### config.mk
export PLATFORM = sky130hd
export DESIGN_NAME = epoch_seconds_to_calendar_core
export DESIGN_NICKNAME = d
export VERILOG_FILES = /design/src/hdl/e2c_pkg.sv /design/src/hdl/e2c_front.sv /design/src/hdl/e2c_queue.sv /design/src/hdl/e2c_back.sv /design/src/hdl/epoch_seconds_to_calendar_core.sv
export VERILOG_INCLUDE_DIRS = /design/src /design/src/hdl
export SDC_FILE = /design/constraint.sdc
export NUM_CORES = 1
export LEC_CHECK = 0
export CAP_MARGIN = 20
export CORE_MARGIN = 2
export CORE_UTILIZATION = 37
export DETAILED_ROUTE_END_ITERATION = 12
export DONT_BUFFER_PORTS = 1
export MAX_ROUTING_LAYER = met4
export PLACE_DENSITY = 0.62
export SLEW_MARGIN = 20
export SYNTH_ARGS = -nofsm -noshare
export SYNTH_HDL_FRONTEND = slang
export SYNTH_SLANG_ARGS = --single-unit
### constraint.sdc
create_clock -name clk -period 6 [get_ports clk]
set_input_delay 0.9 -clock clk [delete_from_list [all_inputs] [get_ports clk]]
set_output_delay 0.9 -clock clk [all_outputs]
set_load 0.005 [all_outputs]
### src/hdl/epoch_seconds_to_calendar_core_assert.svh
// Assertion helpers shared by the calendar converter.
`ifndef EPOCH_SECONDS_TO_CALENDAR_CORE_ASSERT_SVH
`define EPOCH_SECONDS_TO_CALENDAR_CORE_ASSERT_SVH

// Same-cycle implication, checked outside reset.
`define E2C_ASSERT_IMPL(lbl, ante, cons, msg) \
  lbl: assert property (@(posedge clk) disable iff (rst) (ante) |-> (cons)) \
    else $error(msg);

// Next-cycle implication, checked outside reset.
`define E2C_ASSERT_NEXT(lbl, ante, cons, msg) \
  lbl: assert property (@(posedge clk) disable iff (rst) (ante) |=> (cons)) \
    else $error(msg);

`endif

### src/hdl/e2c_pkg.sv
package e2c_pkg;

  localparam int unsigned EpochW = 32;
  localparam int unsigned DaysW = 16;
  localparam int unsigned SecsW = 17;
  localparam int unsigned YearW = 12;
  localparam int unsigned MonthW = 4;
  localparam int unsigned DayW = 5;
  localparam int unsigned HourW = 5;
  localparam int unsigned MinuteW = 6;
  localparam int unsigned SecondW = 6;

  localparam int unsigned SecsPerDay = 86400;
  localparam int unsigned SecsPerHour = 3600;
  localparam int unsigned SecsPerMin = 60;
  localparam int unsigned BaseYear = 1970;

  // 86400 is 675 * 2^7. The day count is ((t >> 7) * DayRecip) >> 35, which is
  // exact for every 25-bit shifted input since 25 bits times the rounding error
  // of the reciprocal stays below 2^35.
  localparam int unsigned DayShift = 7;
  localparam int unsigned DayOdd = 675;
  localparam int unsigned DayRecip = 50903317;
  localparam int unsigned DayRecipShift = 35;
  localparam int unsigned DayRecipW = 26;
  localparam int unsigned ScaledW = EpochW - DayShift;
  localparam int unsigned ProdW = ScaledW + DayRecipW;
  localparam int unsigned OddRemW = SecsW - DayShift;

  // Year residues are tracked by counters so the leap test needs no divider.
  localparam int unsigned BaseMod4 = BaseYear % 4;
  localparam int unsigned BaseMod100 = BaseYear % 100;
  localparam int unsigned BaseMod400 = BaseYear % 400;

  localparam int unsigned QueueDepth = 2;

  typedef struct packed {
    logic [DaysW-1:0] days;
    logic [SecsW-1:0] secs;
  } day_split_t;

  typedef enum logic [1:0] {
    F_IDLE,
    F_MUL,
    F_SPLIT,
    F_PUSH
  } front_state_t;

  typedef enum logic [1:0] {
    B_IDLE,
    B_YEAR,
    B_MONTH
  } back_state_t;

  typedef enum logic [1:0] {
    H_HOUR,
    H_MINUTE,
    H_DONE
  } hms_phase_t;

  function automatic logic [DayW-1:0] month_len(input logic [MonthW-1:0] mon,
                                                input logic is_leap);
    logic [DayW-1:0] len;
    case (mon)
      4'd2:    len = is_leap ? 5'd29 : 5'd28;
      4'd4:    len = 5'd30;
      4'd6:    len = 5'd30;
      4'd9:    len = 5'd30;
      4'd11:   len = 5'd30;
      default: len = 5'd31;
    endcase
    return len;
  endfunction

endpackage

### src/hdl/e2c_front.sv
module e2c_front (
  input  logic                             clk,
  input  logic                             rst,
  input  logic                             start,
  input  logic [e2c_pkg::EpochW-1:0]       epoch_seconds,
  output logic                             busy,
  output logic                             push,
  output e2c_pkg::day_split_t              push_data,
  input  logic                             full
);

  e2c_pkg::front_state_t state, state_next;

  logic [e2c_pkg::EpochW-1:0]  dividend;
  logic [e2c_pkg::ScaledW-1:0] scaled;
  logic [e2c_pkg::ProdW-1:0]   prod;
  logic [e2c_pkg::DaysW-1:0]   quo_est;
  logic [e2c_pkg::ScaledW-1:0] back_mul;
  logic [e2c_pkg::ScaledW-1:0] odd_rem;
  logic [e2c_pkg::DaysW-1:0]   quo;
  logic [e2c_pkg::SecsW-1:0]   rem;
  logic                        accept;

  // Divide by 675 with a reciprocal multiply; the low seven bits pass through.
  assign scaled = dividend[e2c_pkg::EpochW-1:e2c_pkg::DayShift];
  assign quo_est = prod[e2c_pkg::DayRecipShift +: e2c_pkg::DaysW];
  assign back_mul = e2c_pkg::ScaledW'(quo_est) * e2c_pkg::ScaledW'(e2c_pkg::DayOdd);
  assign odd_rem = scaled - back_mul;

  always_comb begin
    state_next = state;
    case (state)
      e2c_pkg::F_IDLE:  if (start) state_next = e2c_pkg::F_MUL;
      e2c_pkg::F_MUL:   state_next = e2c_pkg::F_SPLIT;
      e2c_pkg::F_SPLIT: state_next = e2c_pkg::F_PUSH;
      e2c_pkg::F_PUSH:  if (!full) state_next = e2c_pkg::F_IDLE;
      default:          state_next = e2c_pkg::F_IDLE;
    endcase
  end

  always_comb begin
    busy = state != e2c_pkg::F_IDLE;
    accept = (state == e2c_pkg::F_IDLE) && start;
    push = (state == e2c_pkg::F_PUSH) && !full;
    push_data.days = quo;
    push_data.secs = rem;
  end

  always_ff @(posedge clk) begin
    if (rst) begin
      state <= e2c_pkg::F_IDLE;
    end else begin
      state <= state_next;
    end
  end

  always_ff @(posedge clk) begin
    if (accept) begin
      dividend <= epoch_seconds;
    end
    if (state == e2c_pkg::F_MUL) begin
      prod <= e2c_pkg::ProdW'(scaled) * e2c_pkg::ProdW'(e2c_pkg::DayRecip);
    end
    if (state == e2c_pkg::F_SPLIT) begin
      quo <= quo_est;
      rem <= {odd_rem[e2c_pkg::OddRemW-1:0], dividend[e2c_pkg::DayShift-1:0]};
    end
  end

endmodule

### src/hdl/e2c_queue.sv
module e2c_queue #(
  parameter int unsigned DEPTH = e2c_pkg::QueueDepth
) (
  input  logic                clk,
  input  logic                rst,
  input  logic                push,
  input  e2c_pkg::day_split_t push_data,
  output logic                full,
  input  logic                pop,
  output e2c_pkg::day_split_t pop_data,
  output logic                empty
);

  localparam int unsigned PtrW = $clog2(DEPTH);
  localparam int unsigned CntW = $clog2(DEPTH + 1);

  e2c_pkg::day_split_t entries [DEPTH];
  logic [PtrW-1:0] wr_ptr;
  logic [PtrW-1:0] rd_ptr;
  logic [CntW-1:0] count;

  assign full = count == CntW'(DEPTH);
  assign empty = count == '0;
  assign pop_data = entries[rd_ptr];

  always_ff @(posedge clk) begin
    if (push) begin
      entries[wr_ptr] <= push_data;
    end
  end

  always_ff @(posedge clk) begin
    if (rst) begin
      wr_ptr <= '0;
      rd_ptr <= '0;
      count <= '0;
    end else begin
      if (push) begin
        wr_ptr <= (wr_ptr == PtrW'(DEPTH - 1)) ? '0 : wr_ptr + 1'b1;
      end
      if (pop) begin
        rd_ptr <= (rd_ptr == PtrW'(DEPTH - 1)) ? '0 : rd_ptr + 1'b1;
      end
      if (push && !pop) begin
        count <= count + 1'b1;
      end else if (pop && !push) begin
        count <= count - 1'b1;
      end
    end
  end

endmodule

### src/hdl/e2c_back.sv
module e2c_back (
  input  logic                              clk,
  input  logic                              rst,
  input  logic                              empty,
  input  e2c_pkg::day_split_t               pop_data,
  output logic                              pop,
  output logic                              done,
  output logic [e2c_pkg::YearW-1:0]         year,
  output logic [e2c_pkg::MonthW-1:0]        month,
  output logic [e2c_pkg::DayW-1:0]          day_of_month,
  output logic [e2c_pkg::HourW-1:0]         hour,
  output logic [e2c_pkg::MinuteW-1:0]       minute,
  output logic [e2c_pkg::SecondW-1:0]       second
);

  e2c_pkg::back_state_t state, state_next;
  e2c_pkg::hms_phase_t  phase;

  logic [e2c_pkg::DaysW-1:0]   days;
  logic [e2c_pkg::SecsW-1:0]   rem;
  logic [e2c_pkg::YearW-1:0]   cur_year;
  logic [e2c_pkg::MonthW-1:0]  cur_month;
  logic [e2c_pkg::HourW-1:0]   hr;
  logic [e2c_pkg::MinuteW-1:0] mn;
  logic [1:0]                  mod4;
  logic [6:0]                  mod100;
  logic [8:0]                  mod400;

  logic                        leap;
  logic [8:0]                  ylen;
  logic [e2c_pkg::DayW-1:0]    mlen;
  logic                        year_fin;
  logic                        hms_fin;
  logic                        month_fin;
  logic                        year_step;
  logic                        year_phase;
  logic                        month_step;
  logic                        finish;

  assign leap = ((mod4 == 2'd0) && (mod100 != 7'd0)) || (mod400 == 9'd0);
  assign ylen = leap ? 9'd366 : 9'd365;
  assign mlen = e2c_pkg::month_len(cur_month, leap);
  assign year_fin = days < e2c_pkg::DaysW'(ylen);
  assign hms_fin = phase == e2c_pkg::H_DONE;
  assign month_fin = (cur_month == 4'd12) || (days < e2c_pkg::DaysW'(mlen));

  always_comb begin
    state_next = state;
    case (state)
      e2c_pkg::B_IDLE:  if (!empty) state_next = e2c_pkg::B_YEAR;
      e2c_pkg::B_YEAR:  if (year_fin && hms_fin) state_next = e2c_pkg::B_MONTH;
      e2c_pkg::B_MONTH: if (month_fin) state_next = e2c_pkg::B_IDLE;
      default:          state_next = e2c_pkg::B_IDLE;
    endcase
  end

  always_comb begin
    pop = (state == e2c_pkg::B_IDLE) && !empty;
    year_phase = state == e2c_pkg::B_YEAR;
    year_step = year_phase && !year_fin;
    month_step = (state == e2c_pkg::B_MONTH) && !month_fin;
    finish = (state == e2c_pkg::B_MONTH) && month_fin;
  end

  always_ff @(posedge clk) begin
    if (rst) begin
      state <= e2c_pkg::B_IDLE;
      done <= 1'b0;
    end else begin
      state <= state_next;
      done <= finish;
    end
  end

  always_ff @(posedge clk) begin
    if (pop) begin
      days <= pop_data.days;
      rem <= pop_data.secs;
      cur_year <= e2c_pkg::YearW'(e2c_pkg::BaseYear);
      cur_month <= 4'd1;
      mod4 <= 2'(e2c_pkg::BaseMod4);
      mod100 <= 7'(e2c_pkg::BaseMod100);
      mod400 <= 9'(e2c_pkg::BaseMod400);
      hr <= '0;
      mn <= '0;
      phase <= e2c_pkg::H_HOUR;
    end else begin
      if (year_step) begin
        days <= days - e2c_pkg::DaysW'(ylen);
        cur_year <= cur_year + 1'b1;
        mod4 <= mod4 + 2'd1;
        mod100 <= (mod100 == 7'd99) ? 7'd0 : mod100 + 7'd1;
        mod400 <= (mod400 == 9'd399) ? 9'd0 : mod400 + 9'd1;
      end else if (month_step) begin
        days <= days - e2c_pkg::DaysW'(mlen);
        cur_month <= cur_month + 4'd1;
      end
      // The time of day splits while the year loop runs.
      if (year_phase) begin
        case (phase)
          e2c_pkg::H_HOUR: begin
            if (rem >= e2c_pkg::SecsW'(e2c_pkg::SecsPerHour)) begin
              rem <= rem - e2c_pkg::SecsW'(e2c_pkg::SecsPerHour);
              hr <= hr + 1'b1;
            end else begin
              phase <= e2c_pkg::H_MINUTE;
            end
          end
          e2c_pkg::H_MINUTE: begin
            if (rem >= e2c_pkg::SecsW'(e2c_pkg::SecsPerMin)) begin
              rem <= rem - e2c_pkg::SecsW'(e2c_pkg::SecsPerMin);
              mn <= mn + 1'b1;
            end else begin
              phase <= e2c_pkg::H_DONE;
            end
          end
          default: phase <= e2c_pkg::H_DONE;
        endcase
      end
    end
  end

  always_ff @(posedge clk) begin
    if (finish) begin
      year <= cur_year;
      month <= cur_month;
      day_of_month <= days[e2c_pkg::DayW-1:0] + 5'd1;
      hour <= hr;
      minute <= mn;
      second <= rem[e2c_pkg::SecondW-1:0];
    end
  end

endmodule

### src/hdl/epoch_seconds_to_calendar_core.sv
// Channel   Handshake                 Payload
// input     start, busy               epoch_seconds
// result    done (one-cycle strobe)   year, month, day_of_month, hour, minute, second
//
// A transaction is accepted at a rising edge with start high and busy low; busy then
// stays high through the multiply, split and hand-off states, longer while the queue is full.
// The back unit sets the rate: a pop, then year steps that overlap the time split,
// then month steps up to December. done is registered from the final month state and
// rises in the cycle after the walk ends. Reset (rst, synchronous) empties the queue
// and idles both units; no receiver stall.

`include "epoch_seconds_to_calendar_core_assert.svh"

module epoch_seconds_to_calendar_core #(
  parameter int unsigned QUEUE_DEPTH = e2c_pkg::QueueDepth
) (
  input  logic                              clk,
  input  logic                              rst,
  input  logic                              start,
  input  logic [e2c_pkg::EpochW-1:0]        epoch_seconds,
  output logic                              busy,
  output logic                              done,
  output logic [e2c_pkg::YearW-1:0]         year,
  output logic [e2c_pkg::MonthW-1:0]        month,
  output logic [e2c_pkg::DayW-1:0]          day_of_month,
  output logic [e2c_pkg::HourW-1:0]         hour,
  output logic [e2c_pkg::MinuteW-1:0]       minute,
  output logic [e2c_pkg::SecondW-1:0]       second
);

  // Handoff between the divider and the calendar walker.
  logic                q_push;
  logic                q_pop;
  logic                q_full;
  logic                q_empty;
  e2c_pkg::day_split_t q_in;
  e2c_pkg::day_split_t q_out;
  logic                result_ok;

  // The front splits the timestamp into whole days and seconds of day
  // with a reciprocal multiplication by 1/86400 over its multiply and split states.
  e2c_front u_front (
    .clk           (clk),
    .rst           (rst),
    .start         (start),
    .epoch_seconds (epoch_seconds),
    .busy          (busy),
    .push          (q_push),
    .push_data     (q_in),
    .full          (q_full)
  );

  // The queue lets the front take a new transaction while the back is walking.
  e2c_queue #(
    .DEPTH (QUEUE_DEPTH)
  ) u_queue (
    .clk       (clk),
    .rst       (rst),
    .push      (q_push),
    .push_data (q_in),
    .full      (q_full),
    .pop       (q_pop),
    .pop_data  (q_out),
    .empty     (q_empty)
  );

  // The back walks years while splitting the time of day, then months,
  // and registers the result for a single done strobe.
  e2c_back u_back (
    .clk          (clk),
    .rst          (rst),
    .empty        (q_empty),
    .pop_data     (q_out),
    .pop          (q_pop),
    .done         (done),
    .year         (year),
    .month        (month),
    .day_of_month (day_of_month),
    .hour         (hour),
    .minute       (minute),
    .second       (second)
  );

  // Every result must be a valid calendar time.
  assign result_ok = (month >= 4'd1) && (month <= 4'd12) && (day_of_month != 5'd0) &&
                     (hour < 5'd24) && (minute < 6'd60) && (second < 6'd60);

  // An accepted transaction must occupy the front on the next cycle.
  `E2C_ASSERT_NEXT(a_accept_busy, start && !busy, busy, "front did not go busy after accept")
  // The front must never hand off into a full queue.
  `E2C_ASSERT_IMPL(a_no_push_full, q_push, !q_full, "push into full queue")
  // Each walk passes through the pop, year and month states, so results never come back to back.
  `E2C_ASSERT_NEXT(a_done_single, done, !done, "done strobe held for two cycles")
  `E2C_ASSERT_IMPL(a_done_range, done, result_ok, "result field out of range")

endmodule

==> summary.txt <==
Synthesis
  – Synthesized area: about 22000 µm²
  – Synth Instances: a little under 2000
  – Most frequent cells after synthesis: inv_1, ha_1, edfxtp_1, fa_1, nor2_1
  – Area leader, netlist: edfxtp_1
  – Flop and latch count out of synthesis: roughly 280
  – Main synth FF type: edfxtp_1
  – Mux cell area share after synthesis: 0.0170
  – Register area share after synthesis: 0.353
  – Synth cell types: 65
  – Post-Syn Area per Cell: 11.2 µm²
  – Post-synth EDFFs: between 200 and 250
  – Largest family of logic cells by synthesized area: adder cells
  – Post-synth ARST share: 0
  – Post-synthesis compound-gate area fraction: 0.0644
  – Xor/xnor share of the synthesized area: 0.0390
  – Simple-gate area share of the yosys netlist: 0.0737
  – Area share of the largest cell type after synthesis: 0.300
  – Fraction of the mapped netlist area in adder cells: 0.376
  – Syn_nets: between 2000 and 3000
  – Top-count cell post-synth: inv_1
  – Synth warn: 0
  – Leading post-synthesis cells by cell area: edfxtp_1, ha_1, fa_1

Drt
  – Vias: about 14000
  – Drt wl/cell: about 16 µm
  – Antenna-violating nets left: 0
  – DR iter-0 viols: 613
  – Drt first pass iters: 5
  – Drt total wl: between 40 and 50 mm
  – Post-route DRC: 0
  – Vias per Instance: approximately 4.8

Clocking
  – Hold-fix buffer count after cts: 0
  – Worst skew pair latency: 600 ps
  – CTS Sinks: about 280
  – CTS clk-pin slew, worst paths: 60 ps
  – Max Root-Sink Buffers: 3
  – CTS H-tree lvls: 1
  – CTS buffer count: 30
  – Clock Root Buffer: clkbuf_16
  – TritonCTS clock tree: built

STA
  – Final setup fails: 9
  – Slew at the pin with the worst max-slew slack: 1070 ps
  – RSZ-0062 raised after global routing: yes
  – Min Tclk post-route: 6160 ps
  – Worst Clk Skew: between 20 and 25 ps
  – Max_slew headroom: 0.290
  – Max Slew Vio Count: 0
  – Final Hold Vio Count: 0
  – Fmax: roughly 0.16 GHz
  – Post-layout worst setup margin: -160 ps
  – Crit share post-route: 1.03

Finish
  – Fillcell total: roughly 5400
  – Area Growth Syn to Fin: 18.9%
  – Storage cell area: about 7700 µm²
  – Share of post-route cells with drive strength above 1: 0.169
  – Nets@finish: roughly 2700
  – Fin util: 0.447
  – Antenna cells: 0
  – Footprint of the multi-input gates: 13200 µm²

Place
  – Port bufs: 0
  – HPWL Detailed: just under 40 mm
  – Pre-CTS setup slack: -439 ps
  – Gpl congestion: 0.938

Global routing
  – Pin count of the biggest net entering global routing: between 60 and 70
  – Global-route wire length before repair: approximately 78 mm
  – All-Layer GR Usage: 0.166
  – Vias in the first global route: around 15000
  – Gr ovfl total: 0
  – Initial antenna violation count: 0

Run status
  – Failing checks: setup timing
  – Status: finished with violations

Worst setup path
  – WS Path Type: register to register
  – CP Launch Type: register
  – Crit path max fanout: 3
  – CP Capture Type: register
  – Worst endpoint data arrival time: 6490 ps
  – WP data required: 6330 ps

Die
  – Initial Util: 0.376
  – Die width: 247 µm
  – CORE AREA: 57900 µm²
  – Placement row count: between 80 and 90
  – I/O Pins: 75
  – Die height: about 250 µm
  – Die area: 60800 µm²

Min path
  – Hold/Removal Path Class: primary input to register

Job
  – MaxCap Viol Count: 0
-- worst max-delay path: stages, from the launching register on --
cell,delay [ps]
edfxtp_1,460
buf_6,160
fa_2,570
ha_4,210
fa_2,390
fa_1,510
inv_1,50
fa_1,460
fa_1,480
fa_1,490
inv_1,70
ha_4,280
a21oi_1,90
buf_4,150
a21oi_2,120
nor3_1,60
or3_4,390
a32o_2,290
a21oi_4,170
buf_4,150
a21o_1,130
a211oi_2,70
xnor2_1,130
-- routing by layer --
layer	wire [µm]	GRT usage	part of all wire	vias up
met5	0	-	0	-
met4	1240	0.0388	0.026	0
met3	1480	0.0179	0.031	77
met2	23200	0.277	0.48	242
met1	22000	0.217	0.46	6808
li1	-	-	-	6860
-- final cells by class --
cell class              count  share of cell area
multi-input cells        1222               0.509
flip-flops and latches    275               0.297
inverters                 410              0.0594
repair buffers            188              0.0578
well taps                 765              0.0370
clock buffers              35              0.0297
clock inverters            19              0.0101
-- worst paths after layout --
kind	from	end	slack [ps]	cells past startpoint
max reg2reg	u_front.dividend[23]$_DFFE_PP_	u_front.prod[44]$_DFFE_PN_	-160	22
min	rst	register	380	1
max	u_front.dividend[23]$_DFFE_PP_	u_front.prod[44]$_DFFE_PN_	-160	22
min reg2reg	u_front.prod[47]$_DFFE_PN_	u_front.quo[12]$_DFFE_PP_	410	0
-- stage by stage --
step | cell area [µm²] | TNS [ps] | hold WS, ps | cells
5_1_grt | 25900 | -3270 | 354 | 2914
6_report | 25900 | -1070 | 382 | 2914
3_3_place_gp | 23900 | -2000 | 406 | 2825
2_1_floorplan | 21800 | -5.80 | 400 | 1939
4_1_cts | 25500 | -734 | 334 | 2899
3_5_place_dp | 23900 | -3720 | 405 | 2825
-- sequential cells by signal, indices dropped and copies added (netlist names), 4 cells and up, named ones only --
register	cells
u_back.mod100	7
u_back.year	12
u_front.rem	17
u_back.cur_year	12
u_back.mn	6
u_front.dividend	32
u_back.cur_month	4
u_front.prod	16
u_back.days	16
u_back.hr	5
u_back.month	4
u_front.quo	16
u_back.rem	17
u_back.minute	6
u_back.second	6
u_back.hour	5
u_back.mod400	9
u_queue.entries	66
u_back.day_of_month	5
-- cells in the final DEF (no fill, tap or decap), types with 5 or more instances in the layout --
cell and n:
inv_1 391, ha_1 306, edfxtp_1 218, fa_1 184, buf_4 170, nor2_1 85
nand2_1 74, a21oi_1 70, dfxtp_1 56, xnor2_1 51, xor2_1 45, o21ai_0 44
mux2i_1 37, nand3_1 35, ha_4 30, clkbuf_16 30, nor3_1 25, inv_2 19
nand4_1 17, a21o_1 17, buf_6 16, fa_2 12, nand2b_1 11, o211ai_1 11
nor2b_1 11, and3_1 10, o21bai_1 10, a21oi_2 9, a211oi_1 8, or3_1 7
a31oi_1 6, a21oi_4 5, o21ai_1 5, nand3b_1 5, ha_2 5, bufinv_16 5
clkbuf_1 5
-- what timing repair did --
item,in CTS,in global routing
pin swaps,82,68
setup endpoints to repair,15,15
buffers inserted,20,15
resized for setup,79,65
-- logic make-up after synthesis --
logic type	after synthesis
buffers and inverters	442
and+or+nand+nor	324
xor gates and xnor gates	97
adders and majority gates	537
muxes	37
DFF	275
AOI/OAI and AO/OA	227
Power is left out: the tool's default activity adds up to more than one toggle a clock period on the data nets, which glitch-free logic cannot reach.
